$ cat src/hw/rtl/gcprm_pkg.sv
// Shared types and constants for the gain, clip and peak/RMS meter.
// Used by every module in hw/rtl; no dependencies of its own.
package gcprm_pkg;

    localparam int SAMPLE_BITS           = 24;
    localparam int GAIN_BITS             = 16;
    localparam int GAIN_FRAC_BITS        = 14;
    localparam int MAX_BLOCK_SAMPLES_DEF = 8192;
    localparam int FIFO_DEPTH            = 4;

    localparam logic [GAIN_BITS-1:0] GAIN_UNITY = GAIN_BITS'(1 << GAIN_FRAC_BITS);
    localparam logic [GAIN_BITS-1:0] GAIN_MAX   = GAIN_BITS'(2 << GAIN_FRAC_BITS);

    typedef struct packed {
        logic signed [SAMPLE_BITS-1:0] sample;
        logic                          block_end;
    } t_in_beat;

    typedef struct packed {
        logic signed [SAMPLE_BITS-1:0] scaled_sample;
        logic                          block_done;
        logic [SAMPLE_BITS-1:0]        block_peak;
        logic [SAMPLE_BITS-1:0]        block_rms;
    } t_out_beat;

    // One classified sample on its way from the front to the back.
    typedef struct packed {
        logic signed [SAMPLE_BITS-1:0] scaled;
        logic [SAMPLE_BITS-1:0]        mag;
        logic [2*SAMPLE_BITS-1:0]      sq;
        logic                          block_end;
    } t_meas;

    typedef enum logic [1:0] {
        ST_ACC,
        ST_DIV,
        ST_SQRT,
        ST_OUT
    } t_back_state;

endpackage

$ cat src/hw/rtl/gcprm_front.sv
// Front part: gain register, gain multiply, floor/saturate, magnitude and square.
// Depends on gcprm_pkg.
module gcprm_front
    import gcprm_pkg::*;
(
    input  logic                 i_clk,
    input  logic                 i_rst_n,
    input  logic                 i_cfg_we,
    input  logic [GAIN_BITS-1:0] i_cfg_wdata,
    input  logic                 i_in_valid,
    output logic                 o_in_stall,
    input  t_in_beat             i_in_data,
    output logic                 o_push,
    input  logic                 i_full,
    output t_meas                o_push_data
);

    localparam int PW = SAMPLE_BITS + GAIN_BITS + 1;
    localparam logic signed [PW-1:0] QMAX = PW'((64'sd1 <<< (SAMPLE_BITS - 1)) - 64'sd1);
    localparam logic signed [PW-1:0] QMIN = -QMAX - PW'(1);

    logic [GAIN_BITS-1:0]          r_gain;
    logic                          r_s1_valid, r_s2_valid, r_s3_valid;
    logic signed [PW-1:0]          r_s1_prod;
    logic                          r_s1_end, r_s2_end;
    logic signed [SAMPLE_BITS-1:0] r_s2_scaled;
    logic [SAMPLE_BITS-1:0]        r_s2_mag;
    t_meas                         r_s3;

    logic                          w_adv;
    logic signed [PW-1:0]          w_q;
    logic signed [SAMPLE_BITS-1:0] w_sat;
    logic [SAMPLE_BITS-1:0]        w_mag;

    assign w_adv      = !r_s3_valid || !i_full;
    assign o_in_stall = !w_adv;
    assign o_push     = r_s3_valid;
    assign o_push_data = r_s3;

    // Arithmetic shift right is a floor division by the gain scale.
    assign w_q = r_s1_prod >>> GAIN_FRAC_BITS;

    always_comb begin
        if (w_q > QMAX) begin
            w_sat = SAMPLE_BITS'(QMAX);
        end else if (w_q < QMIN) begin
            w_sat = SAMPLE_BITS'(QMIN);
        end else begin
            w_sat = SAMPLE_BITS'(w_q);
        end
    end

    // Negative full scale wraps to 2^(SAMPLE_BITS-1) as an unsigned magnitude.
    assign w_mag = w_sat[SAMPLE_BITS-1] ? (~w_sat + 1'b1) : w_sat;

    always_ff @(posedge i_clk) begin
        if (!i_rst_n) begin
            r_gain     <= GAIN_UNITY;
            r_s1_valid <= 1'b0;
            r_s2_valid <= 1'b0;
            r_s3_valid <= 1'b0;
        end else begin
            if (i_cfg_we) begin
                r_gain <= (i_cfg_wdata > GAIN_MAX) ? GAIN_MAX : i_cfg_wdata;
            end
            if (w_adv) begin
                r_s1_valid <= i_in_valid;
                r_s2_valid <= r_s1_valid;
                r_s3_valid <= r_s2_valid;
            end
        end
    end

    always_ff @(posedge i_clk) begin
        if (w_adv) begin
            r_s1_prod    <= i_in_data.sample * $signed({1'b0, r_gain});
            r_s1_end     <= i_in_data.block_end;
            r_s2_scaled  <= w_sat;
            r_s2_mag     <= w_mag;
            r_s2_end     <= r_s1_end;
            r_s3.scaled    <= r_s2_scaled;
            r_s3.mag       <= r_s2_mag;
            r_s3.sq        <= r_s2_mag * r_s2_mag;
            r_s3.block_end <= r_s2_end;
        end
    end

endmodule

$ cat src/hw/rtl/gcprm_fifo.sv
// Short queue of classified samples between the front and back parts.
// Depends on gcprm_pkg.
module gcprm_fifo
    import gcprm_pkg::*;
(
    input  logic  i_clk,
    input  logic  i_rst_n,
    input  logic  i_push,
    input  t_meas i_push_data,
    output logic  o_full,
    input  logic  i_pop,
    output logic  o_empty,
    output t_meas o_rd_data
);

    localparam int AW = $clog2(FIFO_DEPTH);

    t_meas         r_mem [FIFO_DEPTH];
    logic [AW-1:0] r_wr_ptr, r_rd_ptr;
    logic [AW:0]   r_count;
    logic          w_wr, w_rd;

    assign o_full    = (r_count == (AW+1)'(FIFO_DEPTH));
    assign o_empty   = (r_count == '0);
    assign w_wr      = i_push && !o_full;
    assign w_rd      = i_pop && !o_empty;
    assign o_rd_data = r_mem[r_rd_ptr];

    always_ff @(posedge i_clk) begin
        if (!i_rst_n) begin
            r_wr_ptr <= '0;
            r_rd_ptr <= '0;
            r_count  <= '0;
        end else begin
            if (w_wr) begin
                r_wr_ptr <= r_wr_ptr + 1'b1;
            end
            if (w_rd) begin
                r_rd_ptr <= r_rd_ptr + 1'b1;
            end
            if (w_wr && !w_rd) begin
                r_count <= r_count + 1'b1;
            end else if (w_rd && !w_wr) begin
                r_count <= r_count - 1'b1;
            end
        end
    end

    always_ff @(posedge i_clk) begin
        if (w_wr) begin
            r_mem[r_wr_ptr] <= i_push_data;
        end
    end

endmodule

$ cat src/hw/rtl/gcprm_back.sv
// Back part: block accumulators, serial divider, serial square root, output register.
// Depends on gcprm_pkg.
module gcprm_back
    import gcprm_pkg::*;
#(
    parameter int MAX_BLOCK_SAMPLES = MAX_BLOCK_SAMPLES_DEF
) (
    input  logic      i_clk,
    input  logic      i_rst_n,
    input  logic      i_empty,
    input  t_meas     i_entry,
    output logic      o_pop,
    output logic      o_out_valid,
    input  logic      i_out_stall,
    output t_out_beat o_out_data
);

    localparam int SB = SAMPLE_BITS;
    localparam int CW = $clog2(MAX_BLOCK_SAMPLES + 1);
    localparam int EW = 2 * SB - 1 + $clog2(MAX_BLOCK_SAMPLES);
    localparam int MW = 2 * SB;
    localparam int RW = SB + 2;
    localparam int SW = $clog2(EW + 1);

    t_back_state      r_state, n_state;
    logic [SB-1:0]    r_peak;
    logic [EW-1:0]    r_energy;
    logic [CW-1:0]    r_count;
    logic signed [SB-1:0] r_hold_scaled;
    logic [SB-1:0]    r_hold_peak;
    logic [SW-1:0]    r_step;
    logic [EW-1:0]    r_dq;
    logic [CW-1:0]    r_drem;
    logic [CW-1:0]    r_dcount;
    logic [MW-1:0]    r_sq_val;
    logic [RW-1:0]    r_sq_rem;
    logic [SB-1:0]    r_root;
    t_out_beat        r_out;
    logic             r_out_valid;

    logic             w_out_free, w_end, w_ld_done;
    logic [CW-1:0]    w_count_inc;
    logic [SB-1:0]    w_peak_new;
    logic [EW-1:0]    w_energy_new;
    logic [CW:0]      w_div_shift;
    logic             w_div_ge;
    logic [CW-1:0]    w_drem_next;
    logic [EW-1:0]    w_dq_next;
    logic [RW-1:0]    w_sq_shift, w_sq_trial, w_sq_rem_next;
    logic             w_sq_ge;
    logic [SB-1:0]    w_root_next;

    assign w_out_free   = !r_out_valid || !i_out_stall;
    assign w_count_inc  = r_count + 1'b1;
    // A block that reaches the sample limit closes on this beat.
    assign w_end        = i_entry.block_end || (w_count_inc == CW'(MAX_BLOCK_SAMPLES));
    assign w_peak_new   = (i_entry.mag > r_peak) ? i_entry.mag : r_peak;
    assign w_energy_new = r_energy + EW'(i_entry.sq);

    // Restoring divider step: one quotient bit a cycle.
    assign w_div_shift = {r_drem, r_dq[EW-1]};
    assign w_div_ge    = (w_div_shift >= {1'b0, r_dcount});
    assign w_drem_next = w_div_ge ? CW'(w_div_shift - {1'b0, r_dcount}) : CW'(w_div_shift);
    assign w_dq_next   = {r_dq[EW-2:0], w_div_ge};

    // Digit-by-digit square root step: one root bit a cycle.
    assign w_sq_shift    = {r_sq_rem[RW-3:0], r_sq_val[MW-1 -: 2]};
    assign w_sq_trial    = {r_root, 2'b01};
    assign w_sq_ge       = (w_sq_shift >= w_sq_trial);
    assign w_sq_rem_next = w_sq_ge ? (w_sq_shift - w_sq_trial) : w_sq_shift;
    assign w_root_next   = {r_root[SB-2:0], w_sq_ge};

    always_comb begin
        o_pop     = 1'b0;
        w_ld_done = 1'b0;
        unique case (r_state)
            ST_ACC:  o_pop     = !i_empty && w_out_free;
            ST_OUT:  w_ld_done = w_out_free;
            default: ;
        endcase
    end

    always_comb begin
        n_state = r_state;
        unique case (r_state)
            ST_ACC: begin
                if (o_pop && w_end) n_state = ST_DIV;
            end
            ST_DIV: begin
                if (r_step == SW'(1)) n_state = ST_SQRT;
            end
            ST_SQRT: begin
                if (r_step == SW'(1)) n_state = ST_OUT;
            end
            ST_OUT: begin
                if (w_out_free) n_state = ST_ACC;
            end
            default: n_state = ST_ACC;
        endcase
    end

    always_ff @(posedge i_clk) begin
        if (!i_rst_n) begin
            r_state     <= ST_ACC;
            r_out_valid <= 1'b0;
            r_peak      <= '0;
            r_energy    <= '0;
            r_count     <= '0;
        end else begin
            r_state <= n_state;
            if ((o_pop && !w_end) || w_ld_done) begin
                r_out_valid <= 1'b1;
            end else if (!i_out_stall) begin
                r_out_valid <= 1'b0;
            end
            if (o_pop) begin
                if (w_end) begin
                    r_peak   <= '0;
                    r_energy <= '0;
                    r_count  <= '0;
                end else begin
                    r_peak   <= w_peak_new;
                    r_energy <= w_energy_new;
                    r_count  <= w_count_inc;
                end
            end
        end
    end

    always_ff @(posedge i_clk) begin
        unique case (r_state)
            ST_ACC: begin
                if (o_pop) begin
                    if (w_end) begin
                        r_hold_scaled <= i_entry.scaled;
                        r_hold_peak   <= w_peak_new;
                        r_dq          <= w_energy_new;
                        r_drem        <= '0;
                        r_dcount      <= w_count_inc;
                        r_step        <= SW'(EW);
                    end else begin
                        r_out <= '{scaled_sample: i_entry.scaled, block_done: 1'b0,
                                   block_peak: '0, block_rms: '0};
                    end
                end
            end
            ST_DIV: begin
                r_dq   <= w_dq_next;
                r_drem <= w_drem_next;
                if (r_step == SW'(1)) begin
                    r_sq_val <= w_dq_next[MW-1:0];
                    r_sq_rem <= '0;
                    r_root   <= '0;
                    r_step   <= SW'(SB);
                end else begin
                    r_step <= r_step - 1'b1;
                end
            end
            ST_SQRT: begin
                r_sq_val <= r_sq_val << 2;
                r_sq_rem <= w_sq_rem_next;
                r_root   <= w_root_next;
                r_step   <= r_step - 1'b1;
            end
            ST_OUT: begin
                if (w_ld_done) begin
                    r_out <= '{scaled_sample: r_hold_scaled, block_done: 1'b1,
                               block_peak: r_hold_peak, block_rms: r_root};
                end
            end
            default: ;
        endcase
    end

    assign o_out_valid = r_out_valid;
    assign o_out_data  = r_out;

endmodule

$ cat src/hw/rtl/gain_clip_peak_rms_meter_core.sv
// Gain, clip and block peak/RMS meter. A result beat for an input beat that does not
// close a block passes the front pipeline, the queue and the output register; a closing
// beat also waits for the serial divider and square root before its result is posted.
// Throughput: one beat per cycle inside a block while the output is not stalled; the back holds off new beats while the
// divider and root run, with up to 3 + FIFO_DEPTH beats taken in meanwhile.
// Reset (synchronous, active low) sets gain to unity and clears the meters and queues.
module gain_clip_peak_rms_meter_core
    import gcprm_pkg::*;
#(
    parameter int MAX_BLOCK_SAMPLES = MAX_BLOCK_SAMPLES_DEF
) (
    input  logic                 i_clk,
    input  logic                 i_rst_n,
    input  logic                 i_cfg_we,
    input  logic [GAIN_BITS-1:0] i_cfg_wdata,
    input  logic                 i_in_valid,
    output logic                 o_in_stall,
    input  t_in_beat             i_in_data,
    output logic                 o_out_valid,
    input  logic                 i_out_stall,
    output t_out_beat            o_out_data
);

    // Front -> queue -> back. The front runs a three-stage multiply/saturate/square
    // pipeline and keeps moving as long as the queue has room; the back drains the
    // queue, updates peak, energy and count, and on a closing beat runs the mean
    // division and the square root one bit per cycle before posting the meters.
    logic  w_push, w_full, w_pop, w_empty;
    t_meas w_push_data, w_rd_data;

    gcprm_front u_front (
        .i_clk       (i_clk),
        .i_rst_n     (i_rst_n),
        .i_cfg_we    (i_cfg_we),
        .i_cfg_wdata (i_cfg_wdata),
        .i_in_valid  (i_in_valid),
        .o_in_stall  (o_in_stall),
        .i_in_data   (i_in_data),
        .o_push      (w_push),
        .i_full      (w_full),
        .o_push_data (w_push_data)
    );

    // Hold classified beats so the back can run its long block-close sequence
    // without stalling the front immediately.
    gcprm_fifo u_fifo (
        .i_clk       (i_clk),
        .i_rst_n     (i_rst_n),
        .i_push      (w_push),
        .i_push_data (w_push_data),
        .o_full      (w_full),
        .i_pop       (w_pop),
        .o_empty     (w_empty),
        .o_rd_data   (w_rd_data)
    );

    // Meters and the output register; one result beat per input beat, in order.
    gcprm_back #(
        .MAX_BLOCK_SAMPLES (MAX_BLOCK_SAMPLES)
    ) u_back (
        .i_clk       (i_clk),
        .i_rst_n     (i_rst_n),
        .i_empty     (w_empty),
        .i_entry     (w_rd_data),
        .o_pop       (w_pop),
        .o_out_valid (o_out_valid),
        .i_out_stall (i_out_stall),
        .o_out_data  (o_out_data)
    );

endmodule
$ cat config.mk
export PLATFORM = sky130hd
export DESIGN_NAME = gain_clip_peak_rms_meter_core
export DESIGN_NICKNAME = d
export VERILOG_FILES = /design/src/hw/rtl/gcprm_pkg.sv /design/src/hw/rtl/gcprm_front.sv /design/src/hw/rtl/gcprm_fifo.sv /design/src/hw/rtl/gcprm_back.sv /design/src/hw/rtl/gain_clip_peak_rms_meter_core.sv
export SDC_FILE = /design/constraint.sdc
export NUM_CORES = 2
export LEC_CHECK = 0
export BUFFER_PORTS_ARGS = -buffer_cell sky130_fd_sc_hd__clkbuf_2
export CORE_ASPECT_RATIO = 1.1
export CORE_MARGIN = 1.5
export CORE_UTILIZATION = 30
export DETAILED_ROUTE_END_ITERATION = 10
export PLACE_DENSITY = 0.41
export SYNTH_ARGS = -nofsm -noshare
export SYNTH_HDL_FRONTEND = slang
export SYNTH_SLANG_ARGS = --single-unit
export TNS_END_PERCENT = 20
$ cat constraint.sdc
create_clock -name i_clk -period 10.5 [get_ports i_clk]
set_clock_uncertainty 0.2 [all_clocks]
set_input_delay 0.525 -clock i_clk [delete_from_list [all_inputs] [get_ports i_clk]]
set_output_delay 0.525 -clock i_clk [all_outputs]
set_load 0.02 [all_outputs]
Yosys cells after proc, flatten, opt, wreduce, memory -nomap -nowiden:

Memory sizes are Yosys's and may differ from the RTL's. A register that Yosys moved wholly into a read port is not among the register bits.
Index checks and enable logic that the tools add are counted.

* flip-flop bits (word level): 626
* bits in writable memories: 388
* input port bits: 46
* output and inout port bits: 75
* word-level logic and storage cells: 148
* memories: 1

Memories
* u_fifo.r_mem: words 4, bits a word 97, rd ports 1, clocked after memory_dff 1, write ports 1, line gcprm_fifo.sv:18 `t_meas r_mem [FIFO_DEPTH];`

* add/sub/neg operators: 10
* multiply operators: 2
* magnitude comparators: 6
* equal/unequal tests: 15
* multiplexer cells: 45
* bitwise gates (word level): 1
* reductions and logical operators: 33

Operators with widths (number)
* 73-bit two-way mux: 3
* 60-bit two-way mux: 3
* 24-bit two-way mux: 7
* 73-bit one-hot mux with 2 select lines: 1
* 60-bit one-hot mux with 2 select lines: 1
* 24-bit one-hot mux with 2 select lines: 2
* 48-bit one-hot mux with 2 select lines: 1
* 60-bit by 48-bit adder with 60-bit output: 1
* 14-bit two-way mux: 4
* 24-bit by 24-bit multiplier with 48-bit output: 1
* 48-bit two-way mux: 1
* 24-bit by 17-bit multiplier with 41-bit output: 1
* 14-bit one-hot mux with 2 select lines: 1
* 27-bit by 24-bit > comparator with 1-bit output, second input constant: 1
* 27-bit by 24-bit less-than comparator with 1-bit output, second input constant: 1
* 26-bit greater-or-equal comparator: 1
* 24-bit by 1-bit adder with 24-bit output, second input constant: 1
* 24-bit > comparator: 1
* 24-bit inverter: 1
* 24-bit subtractor: 1
* 23-bit two-way mux: 1
* 6-bit two-way mux: 3
* 6-bit one-hot mux with 3 select lines: 1
* 16-bit > comparator, second input constant: 1
* other kinds (29): 72

Depth between registers and ports, before layout:

* depth in word-level cells: 8
* depth in mapped cells: 28
* mapped depth without buffers: 27

By module:

From an unflattened synthesis, not the netlist that was laid out.

* cells, all modules: 6283
* area, all modules: 72598.4 sq um

Modules (own cells, without submodules)
* gcprm_front: times used 1, cells an instance 3754, area an instance 36591.3 sq um, seq. area each 5485.3 sq um
* gcprm_back: times used 1, cells an instance 1974, area an instance 21535.7 sq um, seq. area each 11360.9 sq um
* gcprm_fifo: times used 1, cells an instance 555, area an instance 14471.4 sq um, seq. area each 11831.3 sq um

Worst setup path before layout:

No wires, ideal clock.

* path kind: register to register
* start: register u_back.r_state[1]
* end: register u_back.r_root[0], enable pin
* arrival time: 7.971 ns
* data required time: 9.617 ns
* path slack: 1.646 ns
* cell stages (with the launch flop): 7
* path buffers: 3
* clock period less this slack: 8.854 ns
* cells stage by stage: dfxtp_1 > inv_1 > ha_1 > clkbuf_1 > buf_1 > clkbuf_1 > o21ai_0

* word-level cells in the longest chain between the ends: 3
* elaborated cells between the ends (all ways): 5

RTL lines
* from (decl): line gcprm_back.sv:25 `t_back_state r_state, n_state;`
* from (signal assigned): line gcprm_back.sv:110 `r_state <= n_state;`
* 2-bit by 1-bit == test with 1-bit output / 2-bit == test (equally long branches): line gcprm_back.sv:131 `unique case (r_state)`
* 2-bit by 1-bit != test with 1-bit output (no source line) / 2-bit nonzero test (equally long branches)
* 2-bit AND reduction (no source line) *
* to (signal assigned): line gcprm_back.sv:162 `r_root <= w_root_next;`
* to (decl): line gcprm_back.sv:37 `logic [SB-1:0] r_root;`

Mark *: on every way between the ends. The rest lies on a longest branch, timed or not.
A chain may end at the register's enable or synchronous reset.

Worst setup path in the final report:

* start: register u_front.r_s2_mag[17]
* end: register u_front.r_s3, in the netlist u_front.o_push_data[43], data pin

* word-level cells in the longest chain between the ends: 1

RTL lines
* from (decl): line gcprm_front.sv:27 `logic [SAMPLE_BITS-1:0] r_s2_mag;`
* from (signal assigned): line gcprm_front.sv:79 `r_s2_mag <= w_mag;`
* 24-bit by 24-bit multiplier with 48-bit output: line gcprm_front.sv:83 `r_s3.sq <= r_s2_mag * r_s2_mag;`
* to (decl): line gcprm_front.sv:28 `t_meas r_s3;`

No other way between the ends.

==> results by group <==
Worst setup path
  • Buf/Inv on CP: 5
  • Crit path capture: u_front.o_push_data[43]$_DFFE_PN_
  • Reg2reg start: u_front.r_s2_mag[17]$_DFFE_PN_
  • CP required: 10,810 ps
  • Cell family with most CP delay: adder cells
  • Crit path DAT: 8730 ps
  • Critical path peak fanout: 25
  • Setup crit start: u_front.r_s2_mag[17]$_DFFE_PN_
  • Worst setup EP type: register
  • CP startpoint kind: register
  • Crit path cell chain: nand2_1, fa_1, inv_1, fa_1, fa_1, inv_1, fa_1, inv_1, fa_1, fa_1, inv_1, fa_1, inv_1, ha_1, and4_1, nand2_1, o21ai_0, a2111oi_0, a211o_1, o31ai_1, a41oi_1, o21ai_0, a21oi_1, xnor2_1
  • Crit path top cell by count: fa_1
  • CP Class: reg2reg
  • Flop-to-flop setup slack: 2080 ps
  • Slowest stage delay, CP: 1120 ps
  • R2R depth: 24
  • Worst-path cell with the longest stage delay: edfxtp_1
  • Critical Path Stages: 24
  • Reg2reg end: u_front.o_push_data[43]$_DFFE_PN_

Flow run
  • Max_cap viols: 0

Worst hold path
  • Hold Path Depth: 3
  • Class of the worst hold path: in2reg

Placement
  • Place WS: 1977 ps
  • Placed Cells: 9,264
  • I/O Buffers: 120
  • Hpwl dp: 135.2 mm
  • Final RePlAce weighted congestion: 0.8071

Yosys
  • Post-synth EDFFs: 857
  • Top cell type's share of synthesized area: 35.92%
  • Yosys warns: 0
  • Gate Count Post-Synth: 6,207
  • Most frequent cell after synthesis: inv_1
  • Post-synth top flop: edfxtp_1
  • Syn_area_per_cell: 11.54 sq um
  • Syn nets: 7,454
  • Largest area contributor in the netlist: edfxtp_1
  • Sequential element share of the synthesized area: 39.53%
  • Async set-reset flop share out of synthesis: 0%
  • Seq cells post-synth: 986
  • Top cells by count, synth: 1,109 x inv_1, 857 x edfxtp_1, 799 x fa_1
  • Syn Std Cell Area: 0.07163 sq mm
  • Top cells by area, synth: edfxtp_1 36%, fa_1 22%, ha_1 7.0%, inv_1 5.8%, dfxtp_1 3.6%
  • Number of distinct library cells after synthesis: 92

Timing
  • Final Max Slew Viols: 0
  • Fin crit period: 8422 ps
  • Slew @ Worst Pin: 1175 ps
  • Fmax achieved: 0.1187 GHz
  • # setup viols final: 0
  • Unrepaired setup endpoints after global routing: false
  • Final WS setup: 2078 ps
  • Setup TNS Final: 0 ps
  • Tcrit/Tclk final: 80.21%
  • Final Hold Viols: 0
  • Relative slew slack: 21.68%

Layout
  • Share of post-route cells with drive strength above 1: 8.971%
  • Layout net count: 7,528
  • Synth-to-Final Area Change: 11.11%
  • Layout Cells excl Fill: 9,495

Clocking
  • Root buffer cell: clkbuf_16
  • Clk_lat worst skew: 780 ps
  • Number of H-tree levels: 3
  • Resize count post-CTS: 0
  • CTS tree: built
  • Clock-pin slew on the worst setup and hold paths: 60 ps
  • TritonCTS Buffers: 110
  • Buffer count from post-CTS setup fixing: 0
  • Maximum root-to-sink buffer count: 3
  • Clock Sinks: 986

Detailed routing
  • Detail Route Antenna Nets: 0
  • Post-Route WL: 182.5 mm
  • Via count: 43,740
  • DR pass1 iterations: 5
  • Post-route DRC: 0
  • WL per Instance: 19.22 um
  • DRT iter0 DRCs: 2,303
  • Vias per cell: 4.607

Floorplanning
  • Die extent in x: 468.9 um
  • Area of the die: 0.2417 sq mm
  • Rows: 187
  • Initial core utilization: 30.25%
  • Std-Cell Core Area: 0.2368 sq mm
  • Die height: 515.5 um
  • I/O pin count: 121

GRT
  • Gr ovfl total: 0
  • Vias in the first global route: 48,510
  • First-pass GRT wire length: 289.0 mm
  • Gr usage total: 15.43%
  • Pin count of the biggest net entering global routing: 79
  • Initial antenna violation count: 3

Run status
  • Status: complete, no violations
[through the flow]
stage	hold slack (ps)	util (%)	instance area, sq um
3_3_place_gp	202.2	31.99	75740
6_report	188.8	33.61	79590
4_1_cts	113.6	33.61	79590
2_1_floorplan	200.3	-	71640
3_5_place_dp	205.6	31.99	75740
5_1_grt	177.5	33.61	79590
[what timing repair did]
action / in CTS / in global routing
hold buffers: 23 / 0
endpoints found under the setup margin: 0 / 0
hold endpoints to repair: 19 / 0
[final cells by class]
type	instances	area [sq um]
inverters	1112	4183
clock buffers	155	2992
flip-flops and latches	986	28320
multi-input cells	3860	38220
fillers	23800	157200
repair buffers	211	1341
clock inverters	52	624.3
well taps	3118	3901
diodes	1	2.502
[worst min-delay path, cell delays in order]
cell and delay (ps):
clkbuf_2 270, mux2i_1 190, nor2_1 80
[placed cells by master (no fill, tap or decap), types with 36 or more instances in the layout]
cell type / synthesis / layout
a21o_1: 87 / 87
nand2_1: 607 / 607
clkbuf_1: 206 / 38
mux2_2: 77 / 77
dfxtp_1: 129 / 127
xor2_1: 65 / 65
nor2b_1: 46 / 46
nand4_1: 38 / 38
inv_1: 1109 / 1108
buf_4: 0 / 68
clkbuf_2: 0 / 120
mux2i_1: 36 / 36
ha_1: 402 / 399
nand3_1: 71 / 71
o21ai_0: 214 / 213
nor2_1: 225 / 223
fa_1: 799 / 799
clkbuf_16: 0 / 110
and2_1: 336 / 332
xnor2_1: 133 / 133
mux4_2: 94 / 94
nor3_1: 42 / 42
a21oi_1: 217 / 216
edfxtp_1: 857 / 857
[flip-flops by register name, indices dropped and copies added (netlist names), 14 cells and up, named ones only]
name	count
u_front.r_gain	16
u_fifo.r_mem	376
u_back.r_sq_val	48
u_back.r_hold_peak	24
u_back.o_out_data	73
u_back.r_dq	60
u_front.r_s2_mag	24
u_back.r_sq_rem	24
u_back.r_dcount	14
u_back.r_root	24
u_back.r_count	14
u_back.r_drem	14
u_front.r_s2_scaled	23
u_back.r_energy	60
u_back.r_peak	24
u_front.o_push_data	94
u_back.r_hold_scaled	24
u_front.r_s1_prod	27
[metal layers]
| layer | part of all wire (%) | vias up | GRT usage [%] |
|---|---|---|---|
| met3 | 2.5 | 193 | 1.549 |
| met4 | 2.0 | 0 | 3.601 |
| met1 | 45 | 22380 | 20.01 |
| met2 | 51 | 536 | 27.49 |
| li1 | - | 20630 | - |
| met5 | 0 | - | 0 |
[kinds of logic after synthesis]
family                   share of synthesized area, %
flip-flops                                      39.53
XOR/XNOR                                        2.421
adder cells (fa/ha/maj)                         29.35
multiplexers                                    4.669
buffers and inverters                           7.243
AND/OR/NAND/NOR                                 10.03
AO/OA/AOI/OAI                                   6.756
[worst min path at each step]
stage	startpoint	endpoint	slack, ps
2_1_floorplan	u_front.r_s2_end$_DFFE_PN_	u_front.o_push_data[0]$_DFFE_PN_	200
6_report	i_cfg_we	u_front.r_gain[15]$_SDFFE_PN0P_	190
3_5_place_dp	u_front.r_s2_end$_DFFE_PN_	u_front.o_push_data[0]$_DFFE_PN_	210
4_1_cts	i_cfg_we	u_front.r_gain[15]$_SDFFE_PN0P_	110
5_1_grt	i_cfg_we	u_front.r_gain[15]$_SDFFE_PN0P_	180
3_3_place_gp	u_front.r_s2_scaled[3]$_DFFE_PN_	u_front.o_push_data[76]$_DFFE_PN_	200
Power is left out: the tool's default activity adds up to more than one toggle a clock period on the data nets, which glitch-free logic cannot reach.
